<file path="config.mk">
export PLATFORM = sky130hd
export DESIGN_NAME = complete_tree_store_and_traversal_core
export DESIGN_NICKNAME = d
export VERILOG_FILES = /design/src/hdl/ctsat_pkg.sv /design/src/hdl/ctsat_front.sv /design/src/hdl/ctsat_out_queue.sv /design/src/hdl/ctsat_back.sv /design/src/hdl/complete_tree_store_and_traversal_core.sv
export SDC_FILE = /design/constraint.sdc
export NUM_CORES = 2
export LEC_CHECK = 0
export ABC_CLOCK_PERIOD_IN_PS = 6000
export BUFFER_PORTS_ARGS = -buffer_cell sky130_fd_sc_hd__buf_4
export CORE_ASPECT_RATIO = 1.75
export CORE_MARGIN = 2
export CORE_UTILIZATION = 50
export DETAILED_ROUTE_END_ITERATION = 8
export PLACE_DENSITY_LB_ADDON = 0.12
export SYNTH_ARGS = -nofsm -noshare
export SYNTH_HDL_FRONTEND = slang
export SYNTH_SLANG_ARGS = --single-unit
</file>
<file path="constraint.sdc">
create_clock -name clk -period 6 [get_ports clk]
set_clock_uncertainty 0.15 [all_clocks]
set_input_delay 0.9 -clock clk [delete_from_list [all_inputs] [get_ports clk]]
set_output_delay 0.9 -clock clk [all_outputs]
set_load 0.05 [all_outputs]
</file>
<file path="src/hdl/ctsat_pkg.sv">
// package with types and constants shared by the tree store and walker
`timescale 1ns / 1ps

package ctsat_pkg;

    localparam int CAPACITY = 64;
    localparam int ADDR_W   = $clog2(CAPACITY);
    localparam int CNT_W    = ADDR_W + 1;
    localparam int VALUE_W  = 32;

    localparam logic [CNT_W-1:0] NO_NODE = {CNT_W{1'b1}};

    typedef enum logic [1:0] {
        OP_INSERT    = 2'd0,
        OP_INORDER   = 2'd1,
        OP_PREORDER  = 2'd2,
        OP_POSTORDER = 2'd3
    } opcode_t;

    typedef enum logic [1:0] {
        STATUS_OK    = 2'd0,
        STATUS_FULL  = 2'd1,
        STATUS_EMPTY = 2'd2
    } status_t;

    typedef enum logic {
        CMD_INSERT = 1'b0,
        CMD_WALK   = 1'b1
    } cmd_kind_t;

    typedef enum logic {
        ST_IDLE = 1'b0,
        ST_WALK = 1'b1
    } back_state_t;

    typedef struct packed {
        opcode_t                    opcode;
        logic signed [VALUE_W-1:0]  value;
    } in_item_t;

    typedef struct packed {
        logic signed [VALUE_W-1:0]  value_out;
        status_t                    status;
        logic                       last;
    } res_item_t;

    typedef struct packed {
        cmd_kind_t                  kind;
        opcode_t                    order;
        logic signed [VALUE_W-1:0]  value;
    } cmd_t;

endpackage

</file>
<file path="src/hdl/ctsat_front.sv">
// front end: accepts items, classifies them and queues commands for the back end
`timescale 1ns / 1ps

module ctsat_front (
    input  logic              clk,
    input  logic              rst_n,
    input  logic              push,
    output logic              full,
    input  ctsat_pkg::in_item_t item,
    output logic              cmd_valid,
    output ctsat_pkg::cmd_t   cmd,
    input  logic              cmd_pop
);
    import ctsat_pkg::*;

    localparam int CQ_DEPTH = 2;
    localparam int CQ_PTR_W = $clog2(CQ_DEPTH);
    localparam int CQ_CNT_W = CQ_PTR_W + 1;

    cmd_t                 entry_reg [CQ_DEPTH];
    logic [CQ_PTR_W-1:0]  wr_ptr_reg;
    logic [CQ_PTR_W-1:0]  wr_ptr_next;
    logic [CQ_PTR_W-1:0]  rd_ptr_reg;
    logic [CQ_PTR_W-1:0]  rd_ptr_next;
    logic [CQ_CNT_W-1:0]  count_reg;
    logic [CQ_CNT_W-1:0]  count_next;
    logic                 do_push;
    logic                 do_pop;
    cmd_t                 classified;

    assign full      = (count_reg == CQ_CNT_W'(CQ_DEPTH));
    assign cmd_valid = (count_reg != '0);
    assign cmd       = entry_reg[rd_ptr_reg];
    assign do_push   = push && !full;
    assign do_pop    = cmd_pop && cmd_valid;

    always_comb
    begin
        classified.order = item.opcode;
        classified.value = item.value;
        unique case (item.opcode)
            OP_INSERT:
                classified.kind = CMD_INSERT;
            default:
                classified.kind = CMD_WALK;
        endcase
    end

    always_comb
    begin
        wr_ptr_next = do_push ? wr_ptr_reg + 1'b1 : wr_ptr_reg;
        rd_ptr_next = do_pop ? rd_ptr_reg + 1'b1 : rd_ptr_reg;
        count_next  = count_reg;
        if (do_push && !do_pop)
        begin
            count_next = count_reg + 1'b1;
        end
        else if (do_pop && !do_push)
        begin
            count_next = count_reg - 1'b1;
        end
    end

    always_ff @(posedge clk or negedge rst_n)
    begin
        if (!rst_n)
        begin
            wr_ptr_reg <= '0;
            rd_ptr_reg <= '0;
            count_reg  <= '0;
        end
        else
        begin
            wr_ptr_reg <= wr_ptr_next;
            rd_ptr_reg <= rd_ptr_next;
            count_reg  <= count_next;
        end
    end

    always_ff @(posedge clk)
    begin
        if (do_push)
        begin
            entry_reg[wr_ptr_reg] <= classified;
        end
    end

endmodule

</file>
<file path="src/hdl/ctsat_out_queue.sv">
// result queue between the back end and the result ports
`timescale 1ns / 1ps

module ctsat_out_queue (
    input  logic                 clk,
    input  logic                 rst_n,
    input  logic                 res_push,
    input  ctsat_pkg::res_item_t res_in,
    output logic                 res_full,
    output logic                 empty,
    input  logic                 pop,
    output ctsat_pkg::res_item_t result
);
    import ctsat_pkg::*;

    localparam int RQ_DEPTH = 4;
    localparam int RQ_PTR_W = $clog2(RQ_DEPTH);
    localparam int RQ_CNT_W = RQ_PTR_W + 1;

    res_item_t            entry_reg [RQ_DEPTH];
    logic [RQ_PTR_W-1:0]  wr_ptr_reg;
    logic [RQ_PTR_W-1:0]  rd_ptr_reg;
    logic [RQ_CNT_W-1:0]  count_reg;
    logic [RQ_CNT_W-1:0]  count_next;
    logic                 do_push;
    logic                 do_pop;

    assign res_full = (count_reg == RQ_CNT_W'(RQ_DEPTH));
    assign empty    = (count_reg == '0);
    assign result   = entry_reg[rd_ptr_reg];
    assign do_push  = res_push && !res_full;
    assign do_pop   = pop && !empty;

    always_comb
    begin
        count_next = count_reg;
        if (do_push && !do_pop)
        begin
            count_next = count_reg + 1'b1;
        end
        else if (do_pop && !do_push)
        begin
            count_next = count_reg - 1'b1;
        end
    end

    always_ff @(posedge clk or negedge rst_n)
    begin
        if (!rst_n)
        begin
            wr_ptr_reg <= '0;
            rd_ptr_reg <= '0;
            count_reg  <= '0;
        end
        else
        begin
            if (do_push)
            begin
                wr_ptr_reg <= wr_ptr_reg + 1'b1;
            end
            if (do_pop)
            begin
                rd_ptr_reg <= rd_ptr_reg + 1'b1;
            end
            count_reg <= count_next;
        end
    end

    always_ff @(posedge clk)
    begin
        if (do_push)
        begin
            entry_reg[wr_ptr_reg] <= res_in;
        end
    end

    // the back end must never push into a full queue
    a_no_push_when_full: assert property (@(posedge clk) disable iff (!rst_n)
        !(res_push && res_full))
        else $error("result pushed while queue full");

endmodule

</file>
<file path="src/hdl/ctsat_back.sv">
// back end: node store, insert handling and stackless tree walker
`timescale 1ns / 1ps

module ctsat_back (
    input  logic                 clk,
    input  logic                 rst_n,
    input  logic                 cmd_valid,
    input  ctsat_pkg::cmd_t      cmd,
    output logic                 cmd_pop,
    output logic                 res_push,
    output ctsat_pkg::res_item_t res_out,
    input  logic                 res_full
);
    import ctsat_pkg::*;

    logic signed [VALUE_W-1:0] mem [CAPACITY];

    back_state_t               state_reg;
    back_state_t               state_next;
    logic [ADDR_W-1:0]         cur_reg;
    logic [ADDR_W-1:0]         cur_next;
    logic [CNT_W-1:0]          prev_reg;
    logic [CNT_W-1:0]          prev_next;
    logic [CNT_W-1:0]          emitted_reg;
    logic [CNT_W-1:0]          emitted_next;
    logic [CNT_W-1:0]          count_reg;
    logic [CNT_W-1:0]          count_next;
    opcode_t                   order_reg;
    opcode_t                   order_next;
    logic [ADDR_W-1:0]         rd_addr;
    logic signed [VALUE_W-1:0] rd_data_reg;
    logic                      mem_we;

    logic [CNT_W:0]            left_idx;
    logic [CNT_W:0]            right_idx;
    logic [CNT_W:0]            prev_wide;
    logic                      has_left;
    logic                      has_right;
    logic                      from_left;
    logic                      from_right;
    logic                      emit;
    logic                      go_down;
    logic [ADDR_W-1:0]         down_idx;
    logic [ADDR_W-1:0]         up_idx;
    logic                      walk_done;
    logic                      step;

    // one step of the walk from the current node
    always_comb
    begin
        left_idx   = {1'b0, cur_reg, 1'b1};
        right_idx  = {1'b0, cur_reg, 1'b0} + (CNT_W + 1)'(2);
        prev_wide  = {1'b0, prev_reg};
        has_left   = left_idx < {1'b0, count_reg};
        has_right  = right_idx < {1'b0, count_reg};
        from_left  = (prev_wide == left_idx);
        from_right = (prev_wide == right_idx);
        emit       = 1'b0;
        go_down    = 1'b0;
        down_idx   = left_idx[ADDR_W-1:0];
        if (!from_left && !from_right)
        begin
            if (order_reg == OP_PREORDER)
            begin
                emit = 1'b1;
            end
            if (has_left)
            begin
                go_down = 1'b1;
            end
            else
            begin
                if (order_reg == OP_INORDER)
                begin
                    emit = 1'b1;
                end
                if (has_right)
                begin
                    go_down  = 1'b1;
                    down_idx = right_idx[ADDR_W-1:0];
                end
                else if (order_reg == OP_POSTORDER)
                begin
                    emit = 1'b1;
                end
            end
        end
        else if (from_left)
        begin
            if (order_reg == OP_INORDER)
            begin
                emit = 1'b1;
            end
            if (has_right)
            begin
                go_down  = 1'b1;
                down_idx = right_idx[ADDR_W-1:0];
            end
            else if (order_reg == OP_POSTORDER)
            begin
                emit = 1'b1;
            end
        end
        else if (order_reg == OP_POSTORDER)
        begin
            emit = 1'b1;
        end
        up_idx    = (cur_reg - 1'b1) >> 1;
        walk_done = !go_down && (cur_reg == '0);
    end

    always_comb
    begin
        state_next   = state_reg;
        cur_next     = cur_reg;
        prev_next    = prev_reg;
        emitted_next = emitted_reg;
        count_next   = count_reg;
        order_next   = order_reg;
        rd_addr      = '0;
        mem_we       = 1'b0;
        cmd_pop      = 1'b0;
        res_push     = 1'b0;
        step         = 1'b0;
        res_out.value_out = '0;
        res_out.status    = STATUS_OK;
        res_out.last      = 1'b1;
        unique case (state_reg)
            ST_IDLE:
            begin
                if (cmd_valid && !res_full)
                begin
                    cmd_pop = 1'b1;
                    unique case (cmd.kind)
                        CMD_INSERT:
                        begin
                            res_push = 1'b1;
                            if (count_reg >= CNT_W'(CAPACITY))
                            begin
                                res_out.status = STATUS_FULL;
                            end
                            else
                            begin
                                mem_we     = 1'b1;
                                count_next = count_reg + 1'b1;
                            end
                        end
                        CMD_WALK:
                        begin
                            if (count_reg == '0)
                            begin
                                res_push       = 1'b1;
                                res_out.status = STATUS_EMPTY;
                            end
                            else
                            begin
                                state_next   = ST_WALK;
                                cur_next     = '0;
                                prev_next    = NO_NODE;
                                emitted_next = '0;
                                order_next   = cmd.order;
                            end
                        end
                        default:
                        begin
                            res_push = 1'b0;
                        end
                    endcase
                end
            end
            ST_WALK:
            begin
                rd_addr = cur_reg;
                if (!res_full)
                begin
                    step              = 1'b1;
                    res_push          = emit;
                    res_out.value_out = rd_data_reg;
                    res_out.last      = (emitted_reg == count_reg - 1'b1);
                    if (emit)
                    begin
                        emitted_next = emitted_reg + 1'b1;
                    end
                    if (walk_done)
                    begin
                        state_next = ST_IDLE;
                    end
                    else
                    begin
                        prev_next = {1'b0, cur_reg};
                        cur_next  = go_down ? down_idx : up_idx;
                        rd_addr   = cur_next;
                    end
                end
            end
            default:
            begin
                state_next = ST_IDLE;
            end
        endcase
    end

    always_ff @(posedge clk or negedge rst_n)
    begin
        if (!rst_n)
        begin
            state_reg   <= ST_IDLE;
            cur_reg     <= '0;
            prev_reg    <= '0;
            emitted_reg <= '0;
            count_reg   <= '0;
            order_reg   <= OP_INORDER;
        end
        else
        begin
            state_reg   <= state_next;
            cur_reg     <= cur_next;
            prev_reg    <= prev_next;
            emitted_reg <= emitted_next;
            count_reg   <= count_next;
            order_reg   <= order_next;
        end
    end

    always_ff @(posedge clk)
    begin
        if (mem_we)
        begin
            mem[count_reg[ADDR_W-1:0]] <= cmd.value;
        end
        rd_data_reg <= mem[rd_addr];
    end

    // a finished walk has delivered every stored node exactly once
    a_walk_complete: assert property (@(posedge clk) disable iff (!rst_n)
        (state_reg == ST_WALK && step && walk_done) |-> (emitted_next == count_reg))
        else $error("walk ended with wrong number of results");

    // during a walk no more results than nodes have gone out
    a_walk_bound: assert property (@(posedge clk) disable iff (!rst_n)
        (state_reg == ST_WALK) |-> (emitted_reg <= count_reg))
        else $error("walk produced too many results");

    // the node count only ever grows by one
    a_count_step: assert property (@(posedge clk) disable iff (!rst_n)
        1'b1 |=> (count_reg == $past(count_reg) || count_reg == $past(count_reg) + 1'b1))
        else $error("node count jumped");

    // the count stays within the capacity
    a_count_cap: assert property (@(posedge clk) disable iff (!rst_n)
        mem_we |=> (count_reg <= CNT_W'(CAPACITY)))
        else $error("node count above capacity");

endmodule

</file>
<file path="src/hdl/complete_tree_store_and_traversal_core.sv">
// top level: complete binary tree store with in-order, pre-order and post-order walks
`timescale 1ns / 1ps

// Items enter through a two-entry command queue and results leave through a four-entry
// result queue. An insert gives one result. A walk of a tree of n nodes is run by the
// stackless walker, which moves along one tree edge per cycle while the result queue is not
// full (each edge down and up once, 2n-1 steps) and reads one node per cycle from the single
// read port of the node memory. A walk gives n results; a walk of an empty store gives one
// empty-status result. The back end pauses whenever the result queue is full.
module complete_tree_store_and_traversal_core (
    input  logic                 clk,
    input  logic                 rst_n,
    input  logic                 push,
    output logic                 full,
    input  ctsat_pkg::in_item_t  item,
    output logic                 empty,
    input  logic                 pop,
    output ctsat_pkg::res_item_t result
);
    import ctsat_pkg::*;

    logic      cmd_valid;
    cmd_t      cmd;
    logic      cmd_pop;
    logic      res_push;
    res_item_t res_item;
    logic      res_full;

    ctsat_front u_front (
        .clk       (clk),
        .rst_n     (rst_n),
        .push      (push),
        .full      (full),
        .item      (item),
        .cmd_valid (cmd_valid),
        .cmd       (cmd),
        .cmd_pop   (cmd_pop)
    );

    ctsat_back u_back (
        .clk       (clk),
        .rst_n     (rst_n),
        .cmd_valid (cmd_valid),
        .cmd       (cmd),
        .cmd_pop   (cmd_pop),
        .res_push  (res_push),
        .res_out   (res_item),
        .res_full  (res_full)
    );

    ctsat_out_queue u_out_queue (
        .clk      (clk),
        .rst_n    (rst_n),
        .res_push (res_push),
        .res_in   (res_item),
        .res_full (res_full),
        .empty    (empty),
        .pop      (pop),
        .result   (result)
    );

endmodule
</file>
Yosys cells after proc, flatten, opt, wreduce, memory -nomap -nowiden:

Memory sizes are Yosys's and may differ from the RTL's. A register that Yosys moved wholly into a read port is not among the register bits.
Cells that the tools add are included.

* flip-flop bits (word level): 41
* bits in writable memories: 2258
* input port bits: 38
* output and inout port bits: 37
* word-level logic and storage cells: 158
* memories: 3

* add/subtract/negate cells: 13
* magnitude comparators: 3
* eq/ne operators: 14
* mux-type cells: 76
* bitwise operators: 4
* reduce and logical (&&, ||, !) cells: 33

Memory list
* u_back.mem: words 64, width 32, read ports 1, clocked after memory_dff 1, wr ports 1, RTL line ctsat_back.sv:16 `logic signed [VALUE_W-1:0] mem [CAPACITY];`
* u_out_queue.entry_reg: words 4, width 35, read ports 1, clocked after memory_dff 0, wr ports 1, RTL line ctsat_out_queue.sv:20 `res_item_t entry_reg [RQ_DEPTH];`
* u_front.entry_reg: words 2, width 35, read ports 1, clocked after memory_dff 0, wr ports 1, RTL line ctsat_front.sv:20 `cmd_t entry_reg [CQ_DEPTH];`

Operators with widths (number)
* 7-bit 2-to-1 mux: 10
* 6-bit 2-to-1 mux: 11
* 32-bit 2-to-1 mux: 2
* 1-bit 2-to-1 mux: 39
* 7-bit case mux with 2 select lines: 2
* 7-bit by 1-bit adder with 7-bit output, second input constant: 2
* 7-bit == test: 2
* 6-bit case mux with 2 select lines: 1
* 1-bit logical AND: 11
* 1-bit zero test: 10
* 2-bit 2-to-1 mux: 5
* 5-bit AND reduction: 2
* 7-bit by 2-bit adder with 8-bit output, second input constant: 1
* 7-bit by 8-bit == test with 1-bit output: 1
* 8-bit by 7-bit less-than comparator with 1-bit output: 1
* 2-bit inequality test, second input constant: 4
* 4-bit AND reduction: 2
* 7-bit greater-or-equal comparator, second input constant: 1
* 7-bit zero test: 1
* 7-bit less-than comparator: 1
* 7-bit by 1-bit subtractor with 7-bit output, second input constant: 1
* 2-bit by 1-bit adder with 2-bit output, second input constant: 3
* 2-bit == test, second input constant: 3
* 6-bit zero test: 1
* other kinds (16): 26

Depth between registers and ports, before layout:

* depth after elaboration: 14
* mapped depth: 19

Cells and area by module:

Synthesis repeated with hierarchy kept, for this count alone.

* cells, all modules: 5875
* area, all modules: 91522.8 sq um

By module, submodules not included
* ctsat_back: times used 1, cells each 5527, area an instance 83104.7 sq um, seq. area each 62891.6 sq um
* ctsat_out_queue: times used 1, cells each 219, area an instance 5535.3 sq um, seq. area each 4379.2 sq um
* ctsat_front: times used 1, cells each 129, area an instance 2882.8 sq um, seq. area each 2202.1 sq um

Worst setup path after synthesis:

OpenSTA, ideal clock, no wires.

* kind: reg2reg
* start: reg u_back.cur_reg[1]
* end: reg u_back.rd_data_reg[28], read port of u_back.mem
* arrival time: 4.056 ns
* setup slack: 1.672 ns
* stages on the path, launching flop included: 17
* cell sequence: dfrtp_1 -> ha_1 -> and3_1 -> xnor2_1 -> ha_1 -> a21o_1 -> a221oi_1 -> a22oi_1 -> o311ai_2 -> and3_1 -> buf_6 -> buf_4 -> buf_2 -> mux4_2 -> a22oi_1 -> and3_1 -> nor4_2

* cells in the longest elaborated chain, start to end: 10
* elaborated cells on any way between the ends: 24
* classes of those cells: add/sub (2); order compare (2); eq/ne (2); mux (12); reduce/logical (6)

RTL lines
* start: declaration: RTL line ctsat_back.sv:20 `logic [ADDR_W-1:0] cur_reg;`
* start signal: assignment: RTL line ctsat_back.sv:217 `cur_reg <= cur_next;`
* 7-bit by 2-bit adder with 8-bit output: RTL line ctsat_back.sv:52 `right_idx = {1'b0, cur_reg, 1'b0} + (CNT_W + 1)'(2);`
* 8-bit by 7-bit less-than comparator with 1-bit output or 7-bit by 8-bit == test with 1-bit output (tied branches): RTL line ctsat_back.sv:55, ctsat_back.sv:57
* 1-bit 2-to-1 mux or 1-bit zero test (tied branches): RTL line ctsat_back.sv:77, ctsat_back.sv:94, ctsat_back.sv:61
* 1-bit 2-to-1 mux (tied with other cells): RTL line ctsat_back.sv:88 `else if (from_left)`
* 1-bit 2-to-1 mux: RTL line ctsat_back.sv:61 `if (!from_left && !from_right)`
* 1-bit zero test: RTL line ctsat_back.sv:109 `walk_done = !go_down && (cur_reg == '0);`
* 1-bit logical AND: RTL line ctsat_back.sv:109
* 6-bit 2-to-1 mux: RTL line ctsat_back.sv:184 `if (walk_done)`
* 6-bit 2-to-1 mux (*): RTL line ctsat_back.sv:174 `if (!res_full)`
* 6-bit 2-to-1 mux (*): RTL line ctsat_back.sv:128 `unique case (state_reg)`
* end: declaration: RTL line ctsat_back.sv:31 `logic signed [VALUE_W-1:0] rd_data_reg;`

Every way passes the cells marked *; elsewhere a longest branch is shown, timed or not.
A chain may end at the register's enable or synchronous reset.

Final worst setup path:

* start: reg u_back.cur_reg[2]
* end: reg u_back.rd_data_reg[20], read port of u_back.mem

The elaborated chain is that of the path after synthesis.

==> results by group <==
Status
  – Status: complete, no violations

Clocking
  – Clock-pin slew on the worst setup and hold paths: 0.06 ns
  – Clk sinks: 2331
  – Setup Buffers After CTS: 0
  – Clock Path Buffers: 4
  – H-Tree Depth: 4
  – Clock Latency Late Sink: 0.83 ns
  – CTS resizes: 0
  – Hold_buf cts: 1
  – Root Buffer: clkbuf_16
  – Total CTS buffers: 206
  – CTS tree: done

Logic synthesis
  – Area contributors post-synth: edfxtp_1 (75%), mux4_2 (9.4%), mux2i_1 (1.8%), nand2_1 (1.5%), and3_1 (1.2%)
  – Distinct cells, synth: 71
  – Syn_area_per_cell: 19.2 um2
  – Main synth FF type: edfxtp_1
  – Synth top area share: 74.6%
  – Top cells by count, synth: edfxtp_1 (2258), mux4_2 (380), nand2_1 (363), clkbuf_1 (168), and3_1 (167)
  – Most frequent cell after synthesis: edfxtp_1
  – Ys async rst share: 1.76%
  – Synth Instances: 4742
  – EDFF count, synth: 2258
  – Syn. warnings: 0
  – Yosys reg bits: 2331
  – Biggest area consumer among synthesized cells: edfxtp_1
  – Sequential area share after synthesis: 76.5%
  – Mapped Area: 90800 um2
  – Syn_nets: 4808

GRT
  – Pin count of the biggest net entering global routing: 125
  – Vias in the first global route: 47960
  – Initial antenna violation count: 7
  – GRT Total Usage: 25.6%
  – Grt total ovfl: 0
  – First-pass GRT wire length: 342 mm

Critical path
  – Worst path max stage delay: 0.70 ns
  – Worst-path fanout max: 48
  – CP arrival: 6.04 ns
  – Most used cell, CP: and3_1
  – Startpoint Class: flip-flop
  – Critical Path, Cell by Cell: and3_1, xnor2_1, ha_1, a21o_1, a221oi_1, o211ai_1, or4_1, a311oi_1, a21oi_1, nor2_4, buf_12, a22oi_1, and3_1, nor4_1
  – Slowest cell on crit path: dfrtp_1
  – CP required: 6.51 ns
  – Crit. End Element: flip-flop
  – Crit Path Category: reg2reg

Routing
  – Antenna violation net count after detailed routing: 0
  – DRT iter0 DRCs: 4884
  – Number of remaining DRC errors: 0
  – Routed len/inst: 31.6 um
  – DRT Wirelength: 238 mm
  – Vias per cell: 6.22
  – TritonRoute pass-1 iters: 6
  – Via count: 46751

Finish
  – P&R area growth vs syn: 12.5%
  – Layout cells sized above 1: 23.1%
  – Post-layout util: 56.5%
  – Register area: 69500 um2
  – Finished Layout Cells: 7519
  – Max reg flops: 2048
  – Final nets: 5023
  – Area of the multi-input gates: 20500 um2
  – Filler instances: 13589

Timing
  – Tightest Pin Transition: 1.31 ns
  – Max-slew violation count: 0
  – Hold Slack: 0.100 ns
  – Max Clock Freq: 0.181 GHz
  – Setup TNS: 0 ns
  – RSZ-0062 raised after global routing: no
  – Period utilization: 92.1%
  – Tmin final: 5.53 ns
  – Final-report hold violation count: 0
  – Final setup vio count: 0
  – Rel. slew slack: 12.4%

Worst hold path
  – Hold crit path type: in2reg

Placement
  – Inst Count DP: 7151
  – GPL Wtd Cong: 0.858
  – HPWL after detailed placement: 144 mm
  – I/O Buffers: 74

Floorplanning
  – Core ar.: 181000 um2
  – Starting Density: 50.2%
  – Die Wd: 326 um
  – Std-Cell Rows: 207
  – I/O Pins: 75
  – Die area: 185000 um2
  – Die H: 568 um

Job
  – Number of max-cap violations: 0
## through the flow
| step | setup WS (ns) | area (um2) |
|---|---|---|
| after floorplan | 1.67 | 90800 |
| after global placement | 0.528 | 95900 |
| after detailed placement | 0.558 | 95900 |
| after CTS | 0.557 | 102000 |
| after global routing | 0.254 | 102000 |
| final | 0.474 | 102000 |
## placed cells by master (no fill, tap or decap), drive strengths merged, types with 8 or more instances in the layout
cell type | Yosys | final
a31o | 62 | 62
mux2i | 164 | 164
xor2 | 12 | 12
dfxtp | 32 | 32
mux4 | 380 | 380
buf | 134 | 308
mux2 | 35 | 35
nand2 | 363 | 363
nor2 | 101 | 101
bufinv | 0 | 13
a22oi | 126 | 126
clkbuf | 168 | 264
a31oi | 78 | 78
clkinv | 2 | 83
a211oi | 65 | 65
inv | 27 | 28
nand4 | 8 | 8
nor3 | 18 | 18
and2 | 17 | 17
nor4 | 35 | 35
a22o | 33 | 33
ha | 27 | 27
o21ai | 21 | 21
o22ai | 35 | 35
dfrtp | 40 | 40
xnor2 | 27 | 27
edfxtp | 2258 | 2258
a21oi | 17 | 17
nand3 | 148 | 148
a221oi | 65 | 65
and3 | 167 | 167
## kinds of logic after synthesis
group	after synthesis	share of synthesized area, %
AO/OA/AOI/OAI	556	4.63
XOR/XNOR	39	0.384
adder cells (fa/ha/maj)	28	0.394
buffers and inverters	331	1.67
flip-flops	2331	76.5
multiplexers	579	11.7
AND/OR/NAND/NOR	878	4.78
## worst max-delay path, delay by kind of cell, from the launching register on
family / cells / cell delay, ns
simple gates: 5 / 1.85
flops: 1 / 0.70
compound gates: 6 / 1.85
xor+xnor: 1 / 0.15
buf+inv: 1 / 0.34
fa+ha+maj: 1 / 0.26
## final timing paths
path / from / endpoint / slack [ns] / cells after the start
min in group asynchronous: rst_n / u_out_queue.rd_ptr_reg[0] / 0.47 / 2
worst min register to register: u_front.count_reg[1] / u_front.count_reg[1] / 0.35 / 1
worst max-delay path: u_back.cur_reg[2] / u_back.rd_data_reg[20] / 0.47 / 14
worst max register to register: u_back.cur_reg[2] / u_back.rd_data_reg[20] / 0.47 / 14
worst min-delay path: item[27] / u_front.entry_reg[0][27] / 0.10 / 1
max in group asynchronous: rst_n / u_front.rd_ptr_reg / 4.82 / 2
## area by class of cell
class / instances / area share (%)
Antenna cell: 3 / 0.00734
Clock buffer: 264 / 5.40
Clock inverter: 100 / 0.790
Inverter: 29 / 0.106
Multi-Input combinational cell: 2080 / 20.0
Sequential cell: 2331 / 68.0
Tap cell: 2403 / 2.94
Timing Repair Buffer: 309 / 2.76
## routing by layer
layer	wire length, um	vias up	global-route usage (%)
met2	128000	1522	46.6
met4	8520	0	8.80
met3	11600	440	2.75
met1	89300	24963	31.6
li1	-	19826	-
met5	0	-	0
Power is left out: the tool's default activity adds up to more than one toggle a clock period on the data nets, which glitch-free logic cannot reach.
